$ cat config.mk
export PLATFORM = sky130hd
export DESIGN_NAME = dafp_cell
export DESIGN_NICKNAME = d
export VERILOG_FILES = /design/src/rtl/direction_angles_from_points_unit_macros.svh /design/src/rtl/dafp_pkg.sv /design/src/rtl/dafp_cell.sv
export SDC_FILE = /design/constraint.sdc
export NUM_CORES = 1
export LEC_CHECK = 0
export ABC_AREA = 1
export BUFFER_PORTS_ARGS = -buffer_cell sky130_fd_sc_hd__buf_2
export CAP_MARGIN = 10
export CORE_UTILIZATION = 50
export CTS_BUF_LIST = sky130_fd_sc_hd__clkbuf_4
export DETAILED_ROUTE_END_ITERATION = 6
export PLACE_DENSITY = 0.73
export SLEW_MARGIN = 10
export SYNTH_ARGS = -nofsm -noshare
export SYNTH_HDL_FRONTEND = slang
export SYNTH_SLANG_ARGS = --single-unit
$ cat constraint.sdc
create_clock -name clock -period 11.05 [get_ports clock]
set_clock_uncertainty 0.1 [all_clocks]
set_input_delay 2.21 -clock clock [delete_from_list [all_inputs] [get_ports clock]]
set_output_delay 2.21 -clock clock [all_outputs]
set_load 0.05 [all_outputs]
$ cat src/rtl/direction_angles_from_points_unit_macros.svh
`ifndef DIRECTION_ANGLES_FROM_POINTS_UNIT_MACROS_SVH
`define DIRECTION_ANGLES_FROM_POINTS_UNIT_MACROS_SVH

// same-cycle implication on the unit clock, off during reset
`define DAFP_ASSERT_NOW(label, ante, cons) \
   label: assert property (@(posedge clock) disable iff (reset) (ante) |-> (cons)) \
      else $error("dafp assertion failed");

// next-cycle implication on the unit clock, off during reset
`define DAFP_ASSERT_NEXT(label, ante, cons) \
   label: assert property (@(posedge clock) disable iff (reset) (ante) |=> (cons)) \
      else $error("dafp assertion failed");

`endif

$ cat src/rtl/dafp_pkg.sv
package dafp_pkg;

   localparam int CORDIC_STAGES = 20;
   localparam int STAGE_COUNT   = (CORDIC_STAGES > 32) ? 32 : CORDIC_STAGES;
   localparam int STAGE_IDX_W   = 5;

   localparam int COORD_W    = 32;
   localparam int DIFF_W     = 33;
   localparam int GUARD_BITS = 8;
   localparam int VEC_W      = 44;
   localparam int ANG_W      = 34;
   localparam int YAW_W      = 25;
   localparam int PITCH_W    = 24;
   localparam int ROUND_BITS = 8;

   localparam int GAIN_W  = 30;
   localparam int SPLIT_W = 21;
   localparam int HI_W    = VEC_W - 1 - SPLIT_W;
   localparam int PROD_W  = HI_W + GAIN_W + SPLIT_W;

   localparam logic [GAIN_W-1:0] INV_GAIN = 30'd652032874;

   localparam logic signed [ANG_W-1:0] DEG90       = 34'sd1509949440;
   localparam logic signed [ANG_W-1:0] YAW_LIMIT   = 34'sd11796480;
   localparam logic signed [ANG_W-1:0] PITCH_LIMIT = 34'sd5898240;

   // atan(2^-i) in degrees, 24 fraction bits
   localparam logic [31:0] ATAN_TABLE [32] = '{
      32'd754974720, 32'd445687602, 32'd235489088, 32'd119537938,
      32'd60000934,  32'd30029717,  32'd15018523,  32'd7509720,
      32'd3754917,   32'd1877466,   32'd938734,    32'd469367,
      32'd234684,    32'd117342,    32'd58671,     32'd29335,
      32'd14668,     32'd7334,      32'd3667,      32'd1833,
      32'd917,       32'd458,       32'd229,       32'd115,
      32'd57,        32'd29,        32'd14,        32'd7,
      32'd4,         32'd2,         32'd1,         32'd0
   };

   typedef struct packed {
      logic signed [VEC_W-1:0] dz;
      logic signed [YAW_W-1:0] yaw;
      logic                    same;
      logic                    flat;
   } dafp_side_type;

   typedef struct packed {
      logic                    valid;
      logic signed [VEC_W-1:0] x;
      logic signed [VEC_W-1:0] y;
      logic signed [ANG_W-1:0] z;
      dafp_side_type           side;
   } dafp_vec_type;

   function automatic logic signed [ANG_W-1:0] round_acc(input logic signed [ANG_W-1:0] acc);
      logic signed [ANG_W-1:0] sum;
      sum = acc + ANG_W'(1 << (ROUND_BITS - 1));
      return sum >>> ROUND_BITS;
   endfunction

   function automatic logic signed [ANG_W-1:0] clamp_sym(input logic signed [ANG_W-1:0] v,
                                                          input logic signed [ANG_W-1:0] lim);
      logic signed [ANG_W-1:0] r;
      r = v;
      if (v > lim) begin
         r = lim;
      end else if (v < -lim) begin
         r = -lim;
      end
      return r;
   endfunction

endpackage

$ cat src/rtl/dafp_cell.sv
module dafp_cell (
   input  logic                           clock,
   input  logic                           reset,
   input  logic                           advance,
   input  logic [dafp_pkg::STAGE_IDX_W-1:0] stage,
   input  dafp_pkg::dafp_vec_type         prev,
   output dafp_pkg::dafp_vec_type         vec_ff
);
   import dafp_pkg::*;

   logic signed [VEC_W-1:0] sx;
   logic signed [VEC_W-1:0] sy;
   logic signed [ANG_W-1:0] step_angle;
   dafp_vec_type            vec_in;

   always_comb begin
      sx         = prev.x >>> stage;
      sy         = prev.y >>> stage;
      step_angle = ANG_W'(ATAN_TABLE[stage]);
      vec_in     = prev;
      // rotate toward the x axis
      if (!prev.y[VEC_W-1]) begin
         vec_in.x = prev.x + sy;
         vec_in.y = prev.y - sx;
         vec_in.z = prev.z + step_angle;
      end else begin
         vec_in.x = prev.x - sy;
         vec_in.y = prev.y + sx;
         vec_in.z = prev.z - step_angle;
      end
   end

   always_ff @(posedge clock) begin
      if (reset) begin
         vec_ff.valid <= 1'b0;
      end else if (advance) begin
         vec_ff <= vec_in;
      end
   end

endmodule

# ---- After elaboration in Yosys (flattened, before gate mapping)
# Memories as Yosys holds them, arrays and structs flattened.
# Cells that the tools add are included.
dict set report classes {
  add_sub_neg 6
  multipliers 0
  n_div 0
  n_lt_le_gt_ge 1
  n_eq_ne 0
  n_shift 2
  mux 3
  bitwise_logic 2
  n_reduce_logical 1
}
# operator n
set ops {}
lappend ops {{2-to-1 mux 122 bit} 1}
lappend ops {{adder 44 bit} 2}
lappend ops {{>>> shifter 44 x 5 -> 44 bit} 2}
lappend ops {{subtractor 44 bit} 2}
lappend ops {{2-to-1 mux 32 bit} 2}
lappend ops {{adder 34 x 33 -> 34 bit} 1}
lappend ops {{subtractor 34 x 33 -> 34 bit} 1}
lappend ops {{>= comparator 6 bit (second input constant)} 1}
lappend ops {{NOT 5 -> 6 bit} 1}
lappend ops {{AND reduction 2 bit} 1}
lappend ops {{NOT 1 bit} 1}
dict set report totals {
  register_bits 194
  latch_bits 0
  ramBits 0
  mem_bits_ro 1024
  in_bits 202
  output_inout_bits 194
  mem_count 1
}
# name words width rd rd_ports_with_merged_regs wr line_no
set mem_list {}
lappend mem_list {{(no name shown)} 32 32 1 0 0 dafp_cell.sv:19} ;# step_angle = ANG_W'(ATAN_TABLE[stage]);

# ---- Longest topological paths before layout
dict set report logic_depth {
  depth_word 6
  ltp_mapped 36
  depth_no_buf 34
}

# ---- Worst setup path before layout
# Ideal clock, no wire load.
dict set report synth_path {
  path_kind {input-to-reg}
  start {input advance}
  end {register vec_ff[0] (netlist bit), enable pin}
  setup_ns 0.755
  arrival_time_ns 10.356
  required_ns 10.195
  path_slack_ns -0.161
  path_stages 2
  n_path_buf 0
  path_cell_list {inv_1 nor2_1}
}
dict set report synth_via {
  elab_chain_cells 1
}
# item line_no
set synth_rtl {}
lappend synth_rtl {{start, declared} dafp_cell.sv:4} ;# input logic advance,
lappend synth_rtl {{AND reduction 2 bit (no line)} -}
lappend synth_rtl {{end signal, assigned} dafp_cell.sv:37} ;# vec_ff <= vec_in;
lappend synth_rtl {{end, declared} dafp_cell.sv:7} ;# output dafp_pkg::dafp_vec_type vec_ff
# No other way between the ends.
# A chain may end at the register's enable or synchronous reset.

==> out/metrics.csv <==
stage,metric,value,unit
timing,max_freq,117,MHz
timing,drv_slew,0,
cts,tritoncts,yes,
global_route,grt_pass1_vias,22390,
global_route,grt_pass1_wl,122000,um
cts,cts_made_buffers,17,
worst_setup_path,worstSetupPathType,in -> reg,
routing,drtIter0Drc,3146,
yosys,ys_warn_count,0,
yosys,synth_seq_cells,194,
worst_setup_path,crit_top_cell,nand3_1,
run,maxCapViolations,0,
pwr,power_density,130,nW/um^2
final_layout,fin_util,0.566,
global_route,grt_max_degree,96,
yosys,synth_cells,3491,
pwr,combPwrFrac,0.575,
yosys,synthesis.area,22500,sq um
pwr,switching_share,0.507,
cts,h-tree-depth,4,
global_route,grt_overflow,0,
die,die_h,214,um
timing,grt_setup_unrepaired,false,
placed_design,gp_congestion,0.998,
worst_setup_path,slowest_delay,0.71,ns
placed_design,hpwl,64400,um
routing,route.detailed.drc,2,
placed_design,post-place-ws,2.20,ns
worst_setup_path,cp-start-kind,input pin,
routing,vias,25142,
final_layout,largest_reg_flops,194,
placed_design,port_buffers,395,
timing,fin_crit_sh,0.772,
final_layout,largest-register,vec_ff,
die,die_w,214,um
cts,clkSinkCount,194,
global_route,grtUsageTotal,0.338,
yosys,yosys.area.top_type_share,0.258,
pwr,internal_power,1.61,mW
routing,drt_pass1_iterations,7,
timing,finalHoldViolCount,0,
pwr,p_sw,1.65,mW
yosys,syn_area_per_cell,6.43,sq um
timing,setup_viol,0,
worst_setup_path,critPathMaxFanout,95,
pwr,irDropWorstVdd,86.3,uV
status,run_status,"complete, but fails checks",
cts,worstSkewPairLatency,0.71,ns
yosys,yosysSeqAreaShare,0.259,
yosys,yosysTopAreaCell,edfxtp_1,
worst_setup_path,critPathCaptureType,flop,
yosys,yosys-top-cells-area,"edfxtp_1 26%, nand2_1 17%, nand3_1 13%",
timing,fin_ws,2.52,ns
final_layout,drive_gt1_frac,0.133,
cts,postCtsSetupBuffers,0,
global_route,antenna_found_initial,6,
die,core.rowCount,77,
worst_setup_path,crit_required,11.49,ns
cts,clockBufferDepth,2,
pwr,p_clk_frac,0.123,
final_layout,area_delta_synth_final,11.4,%
worst_setup_path,cp_data_arrival_time,8.96,ns
routing,ant_nets,0,
status,violations,design-rule violations,
yosys,synth_cell_types,55,
yosys,syn_nets,3836,
cts,cts-root-buf,clkbuf_4,
cts,post_cts_resized,0,
die,core-area,44200,sq um
routing,wl_per_cell,17.9,um
cts,ctsHoldBuffers,0,
pwr,p_leak,12.5,nW
hold_path,hold_class,reg -> reg,
cts,cts.clk_slew.worst_paths,0.21,ns
timing,worst_slew_pin_slew,1.00,ns
routing,wirelength,79300,um
pwr,p_seq_frac,0.302,
die,dieArea,45800,sq um
timing,finalCriticalPeriod,8.53,ns
routing,vias_per_cell,5.69,
timing,max-slew-margin-rel,0.331,
worst_setup_path,crit_path_top_delay_cell,nor4b_1,
final_layout,top_regs,vec_ff: 194 flops,
die,start_util,0.508,
timing,fin_tns_setup,0,ns
final_layout,nets,4151,
die,ios,396,
==> placed cells by master, fill, tap and decap left out, types with 5 or more instances in the layout <==
master | Yosys | layout
nand2_2 | 15 | 15
inv_8 | 0 | 5
xnor2_1 | 55 | 55
inv_1 | 329 | 327
nand4_1 | 42 | 42
o211ai_1 | 9 | 9
clkbuf_4 | 0 | 18
edfxtp_1 | 193 | 193
o21ai_2 | 5 | 5
o21ai_0 | 122 | 122
nor3_1 | 15 | 15
nand3_1 | 592 | 592
xor2_1 | 127 | 127
nand3b_1 | 9 | 9
nor2_1 | 306 | 304
diode_2 | 0 | 6
o21a_1 | 11 | 11
o31ai_1 | 8 | 8
o221ai_1 | 5 | 5
nand2_1 | 1044 | 1044
nor2_2 | 12 | 13
buf_2 | 42 | 395
a21o_1 | 13 | 13
a31oi_1 | 48 | 48
o21ai_1 | 22 | 22
a21oi_1 | 183 | 183
inv_2 | 14 | 16
nor4_1 | 13 | 13
ha_1 | 140 | 140
buf_4 | 7 | 16
==> cell usage after synthesis, drive strengths merged <==
cell type	instances
a221o	1
a211oi	2
nand3b	9
fa	3
a21boi	4
o21a	11
o221ai	5
edfxtp	193
or3b	1
a21o	13
o21ai	150
nor4	13
inv	344
nor3	17
a31oi	48
nand2	1060
nor4b	1
xnor2	55
and3	3
xor2	127
o21bai	4
a22oi	2
ha	140
buf	85
o22ai	3
o2111ai	1
nand3	593
nor2	322
nand4	42
or2	1
a311oi	1
a21oi	183
a211o	1
o211ai	10
dfxtp	1
clkbuf	30
clkinv	3
o31ai	9
==> final timing paths <==
| kind | start | end | slack, ns | depth (start not counted) |
|---|---|---|---|---|
| worst max register to register | vec_ff[193] | vec_ff[193] | 10.37 | 2 |
| worst min register to register | vec_ff[193] | vec_ff[193] | 0.38 | 2 |
| worst max-delay path | stage[0] | vec_ff[148] | 2.52 | 30 |
| worst min-delay path | vec_ff[193] | vec_ff[193] | 0.38 | 2 |
==> critical path: cells and delay by family <==
kind / cells / cell delay, ns
fa+ha+maj: 2 / 0.57
buf+inv: 6 / 1.92
simple gates: 20 / 3.55
compound gates: 2 / 0.55
==> metal layers <==
layer	wire, um	vias up	global-route usage
met4	3180	0	0.135
met2	35100	1335	0.533
li1	-	12389	-
met3	7320	161	0.0554
met5	0	-	0
met1	33600	11257	0.461
==> layout make-up <==
type,count,area (sq um)
clock buffers,18,135
multi-input cells,2835,14800
fillers,4559,19200
clock inverters,14,158
inverters,347,1310
repair buffers,411,2100
flip-flops and latches,194,5820
diodes,6,15.0
well taps,592,741
==> power groups by stage <==
stage | Sequential, mW | Clock [mW] | Combinational [mW]
finish | 0.983 | 0.400 | 1.87
global route | 0.992 | 0.444 | 2.03
CTS | 0.985 | 0.416 | 1.85
detailed placement | 1.00 | 0 | 1.84
global placement | 1.00 | 0 | 1.84
floorplan | 1.34 | 0 | 1.04
==> per-stage QoR <==
step | instances | area [sq um] | hold slack, ns | power [mW]
5_1_grt | 4417 | 25000 | 0.398 | 3.47
3_3_place_gp | 4379 | 24700 | 0.344 | 2.84
6_report | 4417 | 25000 | 0.378 | 3.26
4_1_cts | 4411 | 25000 | 0.376 | 3.25
2_1_floorplan | 3491 | 22500 | 0.574 | 2.38
3_5_place_dp | 4379 | 24700 | 0.356 | 2.84
==> logic make-up (layout without fill, tap and decap cells) <==
logic type / Yosys count / in the layout / synth area share
and+or+nand+nor: 2062 / 2062 / 0.393
buffers and inverters: 462 / 790 / 0.0842
AOI/OAI and AO/OA: 448 / 448 / 0.113
DFF: 194 / 194 / 0.259
xor gates and xnor gates: 182 / 182 / 0.0710
adders and majority gates: 143 / 143 / 0.0807
other: 0 / 6 / 0
Power figures use the tool's default switching activity.
