File: src/rtl/direction_angles_from_points_unit_macros.svh
`ifndef DIRECTION_ANGLES_FROM_POINTS_UNIT_MACROS_SVH
`define DIRECTION_ANGLES_FROM_POINTS_UNIT_MACROS_SVH

// same-cycle implication on the unit clock, off during reset
`define DAFP_ASSERT_NOW(label, ante, cons) \
   label: assert property (@(posedge clock) disable iff (reset) (ante) |-> (cons)) \
      else $error("dafp assertion failed");

// next-cycle implication on the unit clock, off during reset
`define DAFP_ASSERT_NEXT(label, ante, cons) \
   label: assert property (@(posedge clock) disable iff (reset) (ante) |=> (cons)) \
      else $error("dafp assertion failed");

`endif

File: src/rtl/dafp_pkg.sv
package dafp_pkg;

   localparam int CORDIC_STAGES = 20;
   localparam int STAGE_COUNT   = (CORDIC_STAGES > 32) ? 32 : CORDIC_STAGES;
   localparam int STAGE_IDX_W   = 5;

   localparam int COORD_W    = 32;
   localparam int DIFF_W     = 33;
   localparam int GUARD_BITS = 8;
   localparam int VEC_W      = 44;
   localparam int ANG_W      = 34;
   localparam int YAW_W      = 25;
   localparam int PITCH_W    = 24;
   localparam int ROUND_BITS = 8;

   localparam int GAIN_W  = 30;
   localparam int SPLIT_W = 21;
   localparam int HI_W    = VEC_W - 1 - SPLIT_W;
   localparam int PROD_W  = HI_W + GAIN_W + SPLIT_W;

   localparam logic [GAIN_W-1:0] INV_GAIN = 30'd652032874;

   localparam logic signed [ANG_W-1:0] DEG90       = 34'sd1509949440;
   localparam logic signed [ANG_W-1:0] YAW_LIMIT   = 34'sd11796480;
   localparam logic signed [ANG_W-1:0] PITCH_LIMIT = 34'sd5898240;

   // atan(2^-i) in degrees, 24 fraction bits
   localparam logic [31:0] ATAN_TABLE [32] = '{
      32'd754974720, 32'd445687602, 32'd235489088, 32'd119537938,
      32'd60000934,  32'd30029717,  32'd15018523,  32'd7509720,
      32'd3754917,   32'd1877466,   32'd938734,    32'd469367,
      32'd234684,    32'd117342,    32'd58671,     32'd29335,
      32'd14668,     32'd7334,      32'd3667,      32'd1833,
      32'd917,       32'd458,       32'd229,       32'd115,
      32'd57,        32'd29,        32'd14,        32'd7,
      32'd4,         32'd2,         32'd1,         32'd0
   };

   typedef struct packed {
      logic signed [VEC_W-1:0] dz;
      logic signed [YAW_W-1:0] yaw;
      logic                    same;
      logic                    flat;
   } dafp_side_type;

   typedef struct packed {
      logic                    valid;
      logic signed [VEC_W-1:0] x;
      logic signed [VEC_W-1:0] y;
      logic signed [ANG_W-1:0] z;
      dafp_side_type           side;
   } dafp_vec_type;

   function automatic logic signed [ANG_W-1:0] round_acc(input logic signed [ANG_W-1:0] acc);
      logic signed [ANG_W-1:0] sum;
      sum = acc + ANG_W'(1 << (ROUND_BITS - 1));
      return sum >>> ROUND_BITS;
   endfunction

   function automatic logic signed [ANG_W-1:0] clamp_sym(input logic signed [ANG_W-1:0] v,
                                                          input logic signed [ANG_W-1:0] lim);
      logic signed [ANG_W-1:0] r;
      r = v;
      if (v > lim) begin
         r = lim;
      end else if (v < -lim) begin
         r = -lim;
      end
      return r;
   endfunction

endpackage

File: src/rtl/dafp_gain.sv
module dafp_gain (
   input  logic                   clock,
   input  logic                   reset,
   input  logic                   advance,
   input  dafp_pkg::dafp_vec_type prev,
   output dafp_pkg::dafp_vec_type vec_ff
);
   import dafp_pkg::*;

   logic                       a_valid_ff;
   logic [HI_W+GAIN_W-1:0]     prod_hi_ff;
   logic [HI_W+GAIN_W-1:0]     prod_hi_in;
   logic [SPLIT_W+GAIN_W-1:0]  prod_lo_ff;
   logic [SPLIT_W+GAIN_W-1:0]  prod_lo_in;
   dafp_side_type              side_ff;
   dafp_side_type              side_in;
   logic [PROD_W-1:0]          total;
   dafp_vec_type               vec_in;

   // split magnitude times inverse gain, finish yaw
   always_comb begin
      prod_hi_in = (HI_W+GAIN_W)'(prev.x[VEC_W-2:SPLIT_W]) * (HI_W+GAIN_W)'(INV_GAIN);
      prod_lo_in = (SPLIT_W+GAIN_W)'(prev.x[SPLIT_W-1:0]) * (SPLIT_W+GAIN_W)'(INV_GAIN);
      side_in    = prev.side;
      if (prev.side.flat) begin
         side_in.yaw = '0;
      end else begin
         side_in.yaw = YAW_W'(clamp_sym(round_acc(prev.z), YAW_LIMIT));
      end
   end

   // add partial products, seed the pitch rotation
   always_comb begin
      total        = (PROD_W'(prod_hi_ff) << SPLIT_W) + PROD_W'(prod_lo_ff);
      vec_in.valid = a_valid_ff;
      vec_in.x     = side_ff.flat ? '0 : VEC_W'(total[PROD_W-1:GAIN_W]);
      vec_in.y     = side_ff.dz;
      vec_in.z     = '0;
      vec_in.side  = side_ff;
   end

   always_ff @(posedge clock) begin
      if (reset) begin
         a_valid_ff <= 1'b0;
      end else if (advance) begin
         a_valid_ff <= prev.valid;
         prod_hi_ff <= prod_hi_in;
         prod_lo_ff <= prod_lo_in;
         side_ff    <= side_in;
      end
   end

   always_ff @(posedge clock) begin
      if (reset) begin
         vec_ff.valid <= 1'b0;
      end else if (advance) begin
         vec_ff <= vec_in;
      end
   end

endmodule

File: config.mk
export PLATFORM = sky130hd
export DESIGN_NAME = dafp_gain
export DESIGN_NICKNAME = d
export VERILOG_FILES = /design/src/rtl/direction_angles_from_points_unit_macros.svh /design/src/rtl/dafp_pkg.sv /design/src/rtl/dafp_gain.sv
export SDC_FILE = /design/constraint.sdc
export NUM_CORES = 2
export LEC_CHECK = 0
export BUFFER_PORTS_ARGS = -buffer_cell sky130_fd_sc_hd__buf_4
export CAP_MARGIN = 20
export CORE_UTILIZATION = 44
export CTS_CLUSTER_SIZE = 14
export DETAILED_ROUTE_END_ITERATION = 10
export PLACE_DENSITY = 0.65
export SLEW_MARGIN = 5
export SYNTH_ARGS = -nofsm -noshare
export SYNTH_HDL_FRONTEND = slang
export SYNTH_SLANG_ARGS = --single-unit
File: constraint.sdc
create_clock -name clock -period 27.6 [get_ports clock]
set_clock_uncertainty 0.1 [all_clocks]
set_input_delay 1.38 -clock clock [delete_from_list [all_inputs] [get_ports clock]]
set_output_delay 1.38 -clock clock [all_outputs]
set_load 0.005 [all_outputs]
Word-level counts from Yosys, hierarchy flattened

Index checks and enable logic that the tools add are counted.

Flip-flop bits (word level): 289
Latch bits: 0
RAM bits: 0
Bits in read-only memories: 0
Input port bits: 197
Word-level logic and storage cells: 28
Memories kept: 0

$add $sub $neg: 2
$mul: 2
Div/mod/pow operators: 0
$lt $le $gt $ge: 2
Eq/ne operators: 0
Shift operators: 0
Mux-type cells: 2
Bitwise gates (word level): 1
Reductions and logical operators: 3

Operator list:

| cell                   | count |
|---|---|
| $add 73x51->73         | 1 |
| $mul 22x29->51 const B | 1 |
| $mul 21x29->50 const B | 1 |
| $add 34x9->34 const B  | 1 |
| $gt 26x25->1 const B   | 1 |
| $lt 26x25->1 const B   | 1 |
| $mux 25                | 1 |
| $mux 24                | 1 |
| $reduce_or 3->1        | 1 |
| $reduce_and 2->1       | 1 |
| $reduce_or 2->1        | 1 |
| $not 1->1              | 1 |

Longest topological paths before layout

Depth in word-level cells: 4
Mapped depth: 24

Worst setup path after synthesis

OpenSTA, ideal clock, no wires.

Kind: input port to flip-flop
From: input port reset
To: register prod_hi_ff[10] (enable)
Library setup time: 0.932 ns
Arrival: 13.095 ns
Slack: 13.473 ns
Cell stages on the path: 1
Path buffers: 0
Cell sequence: nor2b_1

Cells in the longest elaborated chain, start to end: 2

RTL lines:

| item                       | RTL line        | RTL |
|---|---|---|
| start: declaration         | dafp_gain.sv:3  | `input logic reset,` |
| $not 1->1 (no line)        | -               |  |
| $reduce_and 2->1 (no line) | -               |  |
| end signal: assignment     | dafp_gain.sv:47 | `prod_hi_ff <= prod_hi_in;` |
| end: declaration           | dafp_gain.sv:11 | `logic [HI_W+GAIN_W-1:0] prod_hi_ff;` |

No other way between the ends.
A chain may end at the register's enable or synchronous reset.

Final worst setup path

From: input port prev[161] (netlist name)
To: register prod_lo_ff[48], data pin

Cells in the longest elaborated chain, start to end: 1

RTL lines:

| item                   | RTL line        | RTL |
|---|---|---|
| start: declaration     | dafp_gain.sv:5  | `input dafp_pkg::dafp_vec_type prev,` |
| $mul 21x29->50         | dafp_gain.sv:23 | `prod_lo_in = (SPLIT_W+GAIN_W)'(prev.x[SPLIT_W-1:0]) * (SPLIT_W+GAIN_W)'(INV_GAIN);` |
| net prod_lo_in[48]     | dafp_gain.sv:14 | `logic [SPLIT_W+GAIN_W-1:0] prod_lo_in;` |
| end signal: assignment | dafp_gain.sv:48 | `prod_lo_ff <= prod_lo_in;` |
| end: declaration       | dafp_gain.sv:13 | `logic [SPLIT_W+GAIN_W-1:0] prod_lo_ff;` |

The timed path passes the listed nets, and every way through them passes these cells.

==> results.toml <==
[logic_synthesis]
ys_seq_elements = 267
netlist.area_leader.share_pct = 31.76
async_flop_share_pct = 0
yosys_warnings = 0
synth_common_cells = "inv_1 (688), fa_1 (516), ha_1 (449)"
yosysSeqAreaShare_pct = 24.59
netlist_area_um2 = 32530
post-synth-top-count-cell = "inv_1"
yosysUniqueCellTypes = 84
yosysTopAreaCell = "fa_1"
syn_inst = 2863
synth_flop_cell = "edfxtp_1"
synth_edf_count = 265
ys_top_cells_by_area = "fa_1 (32%), edfxtp_1 (24%), ha_1 (17%)"
syn_avg_cell_area_um2 = 11.36

[drt]
num_vias = 20490
routed_wl_um = 75130
drt_iter0_markers = 1108
wl_per_cell_um = 18.36
drc = 120
vias_per_cell = 5.008
drtAntennaViolNets = 0
firstDrtPassIters = 8

[die]
ios = 391
fp.dieW_um = 273.9
start_util_pct = 44.51
dieArea_um2 = 75020
die_h_um = 273.9
rows = 99
core_um2 = 73080

[global_routing]
antenna_found_initial = 1
grt_overflow = 0
grt_pass1_wl_um = 119700
grtUsageTotal_pct = 20.75
grt_pass1_vias = 21760
grt_max_degree = 66

[clock_tree]
clk_pin_slew_ns = 0.06
cts_root_buffer = "clkbuf_16"
insertion_delay_ns = 0.57
tritoncts = "yes"
cts_resized = 0
postCtsHoldBufs = 0
htreeDepth = 1
cts_buffer_depth = 3
postCtsSetupBuffers = 0
numCtsBuffers = 30
clkSinkCount = 267

[timing]
fin_crit_ns = 7.954
rsz0062_at_grt = "no"
worst_pin_slew_ns = 0.9220
setup_violations = 0
slew_violations = 0
fin_tns_setup_ns = 0
finalHoldViolations = 0
fin_crit_sh_pct = 28.82
slew_headroom_pct = 38.40
fmax_mhz = 125.7

[worst_setup_path]
slowest_delay_ns = 0.59
arrival_ns = 8.14
crit_type = "in -> reg"
path_max_fanout = 7
crit_top_cell = "fa_1"
start_kind = "input pin"
endpoint_kind = "register"
worstPathCellList = "buf_4, ha_1, inv_1, fa_1, fa_1, inv_1, fa_1, fa_1, fa_1, inv_1, fa_1, inv_1, ha_1, and3_1, nand3_1, or3b_1, a31o_1, and4bb_4, o31a_1, o31ai_4, a2111o_1, o2111ai_1"
crit_buf_inv = 5
cp_slowest_cell = "ha_1"
cp_top_family = "adder cells"
crit_required_ns = 27.79

[hold_path]
min_path_type = "reg -> reg"

[cells_and_area]
fin_util_pct = 49.59
final_nets = 4269
drive_gt1_share_pct = 11.79
nFillCells = 6681
final_area_um2 = 36240
area.growth.synth_to_final_pct = 11.42

[placement]
placed_area_um2 = 35280
numPortBuffers = 278
hpwlAfterDp_um = 64750
place.gp.congestion = 0.9524

[status]
outcome = "finished, violations left"
violations = "DRC"

[run]
maxCapViolations = 0
==> cells by family (layout without fill, tap and decap cells) <==
kind of cell | after synthesis | count (layout) | synth area share, %
compound gates | 318 | 318 | 6.551
other cells | 1 | 36 | 0.01153
buf+inv | 793 | 1027 | 10.10
fa+ha+maj | 965 | 965 | 49.03
xor+xnor | 134 | 134 | 3.608
flops | 267 | 267 | 24.59
simple gates | 378 | 378 | 5.874
mux | 7 | 7 | 0.2346
==> worst reg2reg max path: cells and delay by family (launching register included) <==
family          cells  cell delay, ns
compound gates      5            1.27
simple gates        3            0.98
flops               1            0.38
mux                 1            0.33
fa+ha+maj           1            0.32
==> layout make-up <==
type	count	area [µm²]	share of cell area, %
diodes	1	2.502	0.006905
flip-flops and latches	267	7998	22.07
repair buffers	283	2125	5.862
clock buffers	34	765.7	2.113
multi-input cells	1837	21380	58.99
inverters	688	2582	7.126
clock inverters	22	190.2	0.5248
well taps	959	1200	3.311
==> registers in the layout (all words and copies together) (netlist names) <==
name,flops
a_valid_ff,1
vec_ff,115
side_ff,71
prod_hi_ff,51
prod_lo_ff,29
==> layer usage <==
metal  vias up  wire (µm)  track usage, %
li1       9700          -               -
met1     10070      32280           27.77
met2       602      34820           33.80
met3       115       5893           5.132
met4         0       2139           5.044
met5         -          0               0
==> cell usage in the layout (no fill, tap or decap), types with 5 or more instances in the layout <==
master,Yosys,final
ha_1,449,449
inv_1,688,688
a21o_1,43,43
a31o_2,6,6
or2_2,5,5
xnor2_1,87,87
nand3b_1,6,6
a211oi_1,13,13
conb_1,1,35
o21ai_0,43,43
clkinv_1,0,6
nand4_1,28,28
nor2b_1,11,10
and4_1,8,8
and3_1,20,20
xor2_1,47,47
a21oi_1,98,98
nor2_1,114,114
and2_1,6,6
o31ai_1,5,5
clkbuf_16,0,30
buf_4,79,283
edfxtp_1,265,265
nor4_1,5,5
or3_1,8,8
nand3_1,45,45
a31oi_1,15,15
o211ai_1,11,11
nand2b_1,10,10
nand2_1,67,67
o21bai_1,9,9
clkinv_2,0,8
mux2_2,5,5
o22ai_1,6,6
o21a_1,16,16
fa_1,516,516
nor3_1,27,27
==> worst paths after layout <==
path	cells after the start	endpoint	start	slack, ns
min	0	vec_ff[69]	side_ff[69]	0.31
min reg2reg	0	vec_ff[69]	side_ff[69]	0.31
max	22	prod_lo_ff[48]	prev[161]	19.65
max reg2reg	10	vec_ff[189]	prod_hi_ff[3]	23.97
==> through the flow <==
step / std cells / hold slack (ns) / setup WS [ns]
global route: 4090 / 0.3210 / 19.38
global placement: 4034 / 0.3005 / 19.16
CTS: 4090 / 0.3089 / 19.72
floorplan: 2897 / 0.3003 / 13.47
detailed placement: 4034 / 0.3045 / 19.14
finish: 4091 / 0.3111 / 19.65
Power is not shown: default switching activity piles up to over one toggle a cycle in this logic, so the estimate is an artifact.
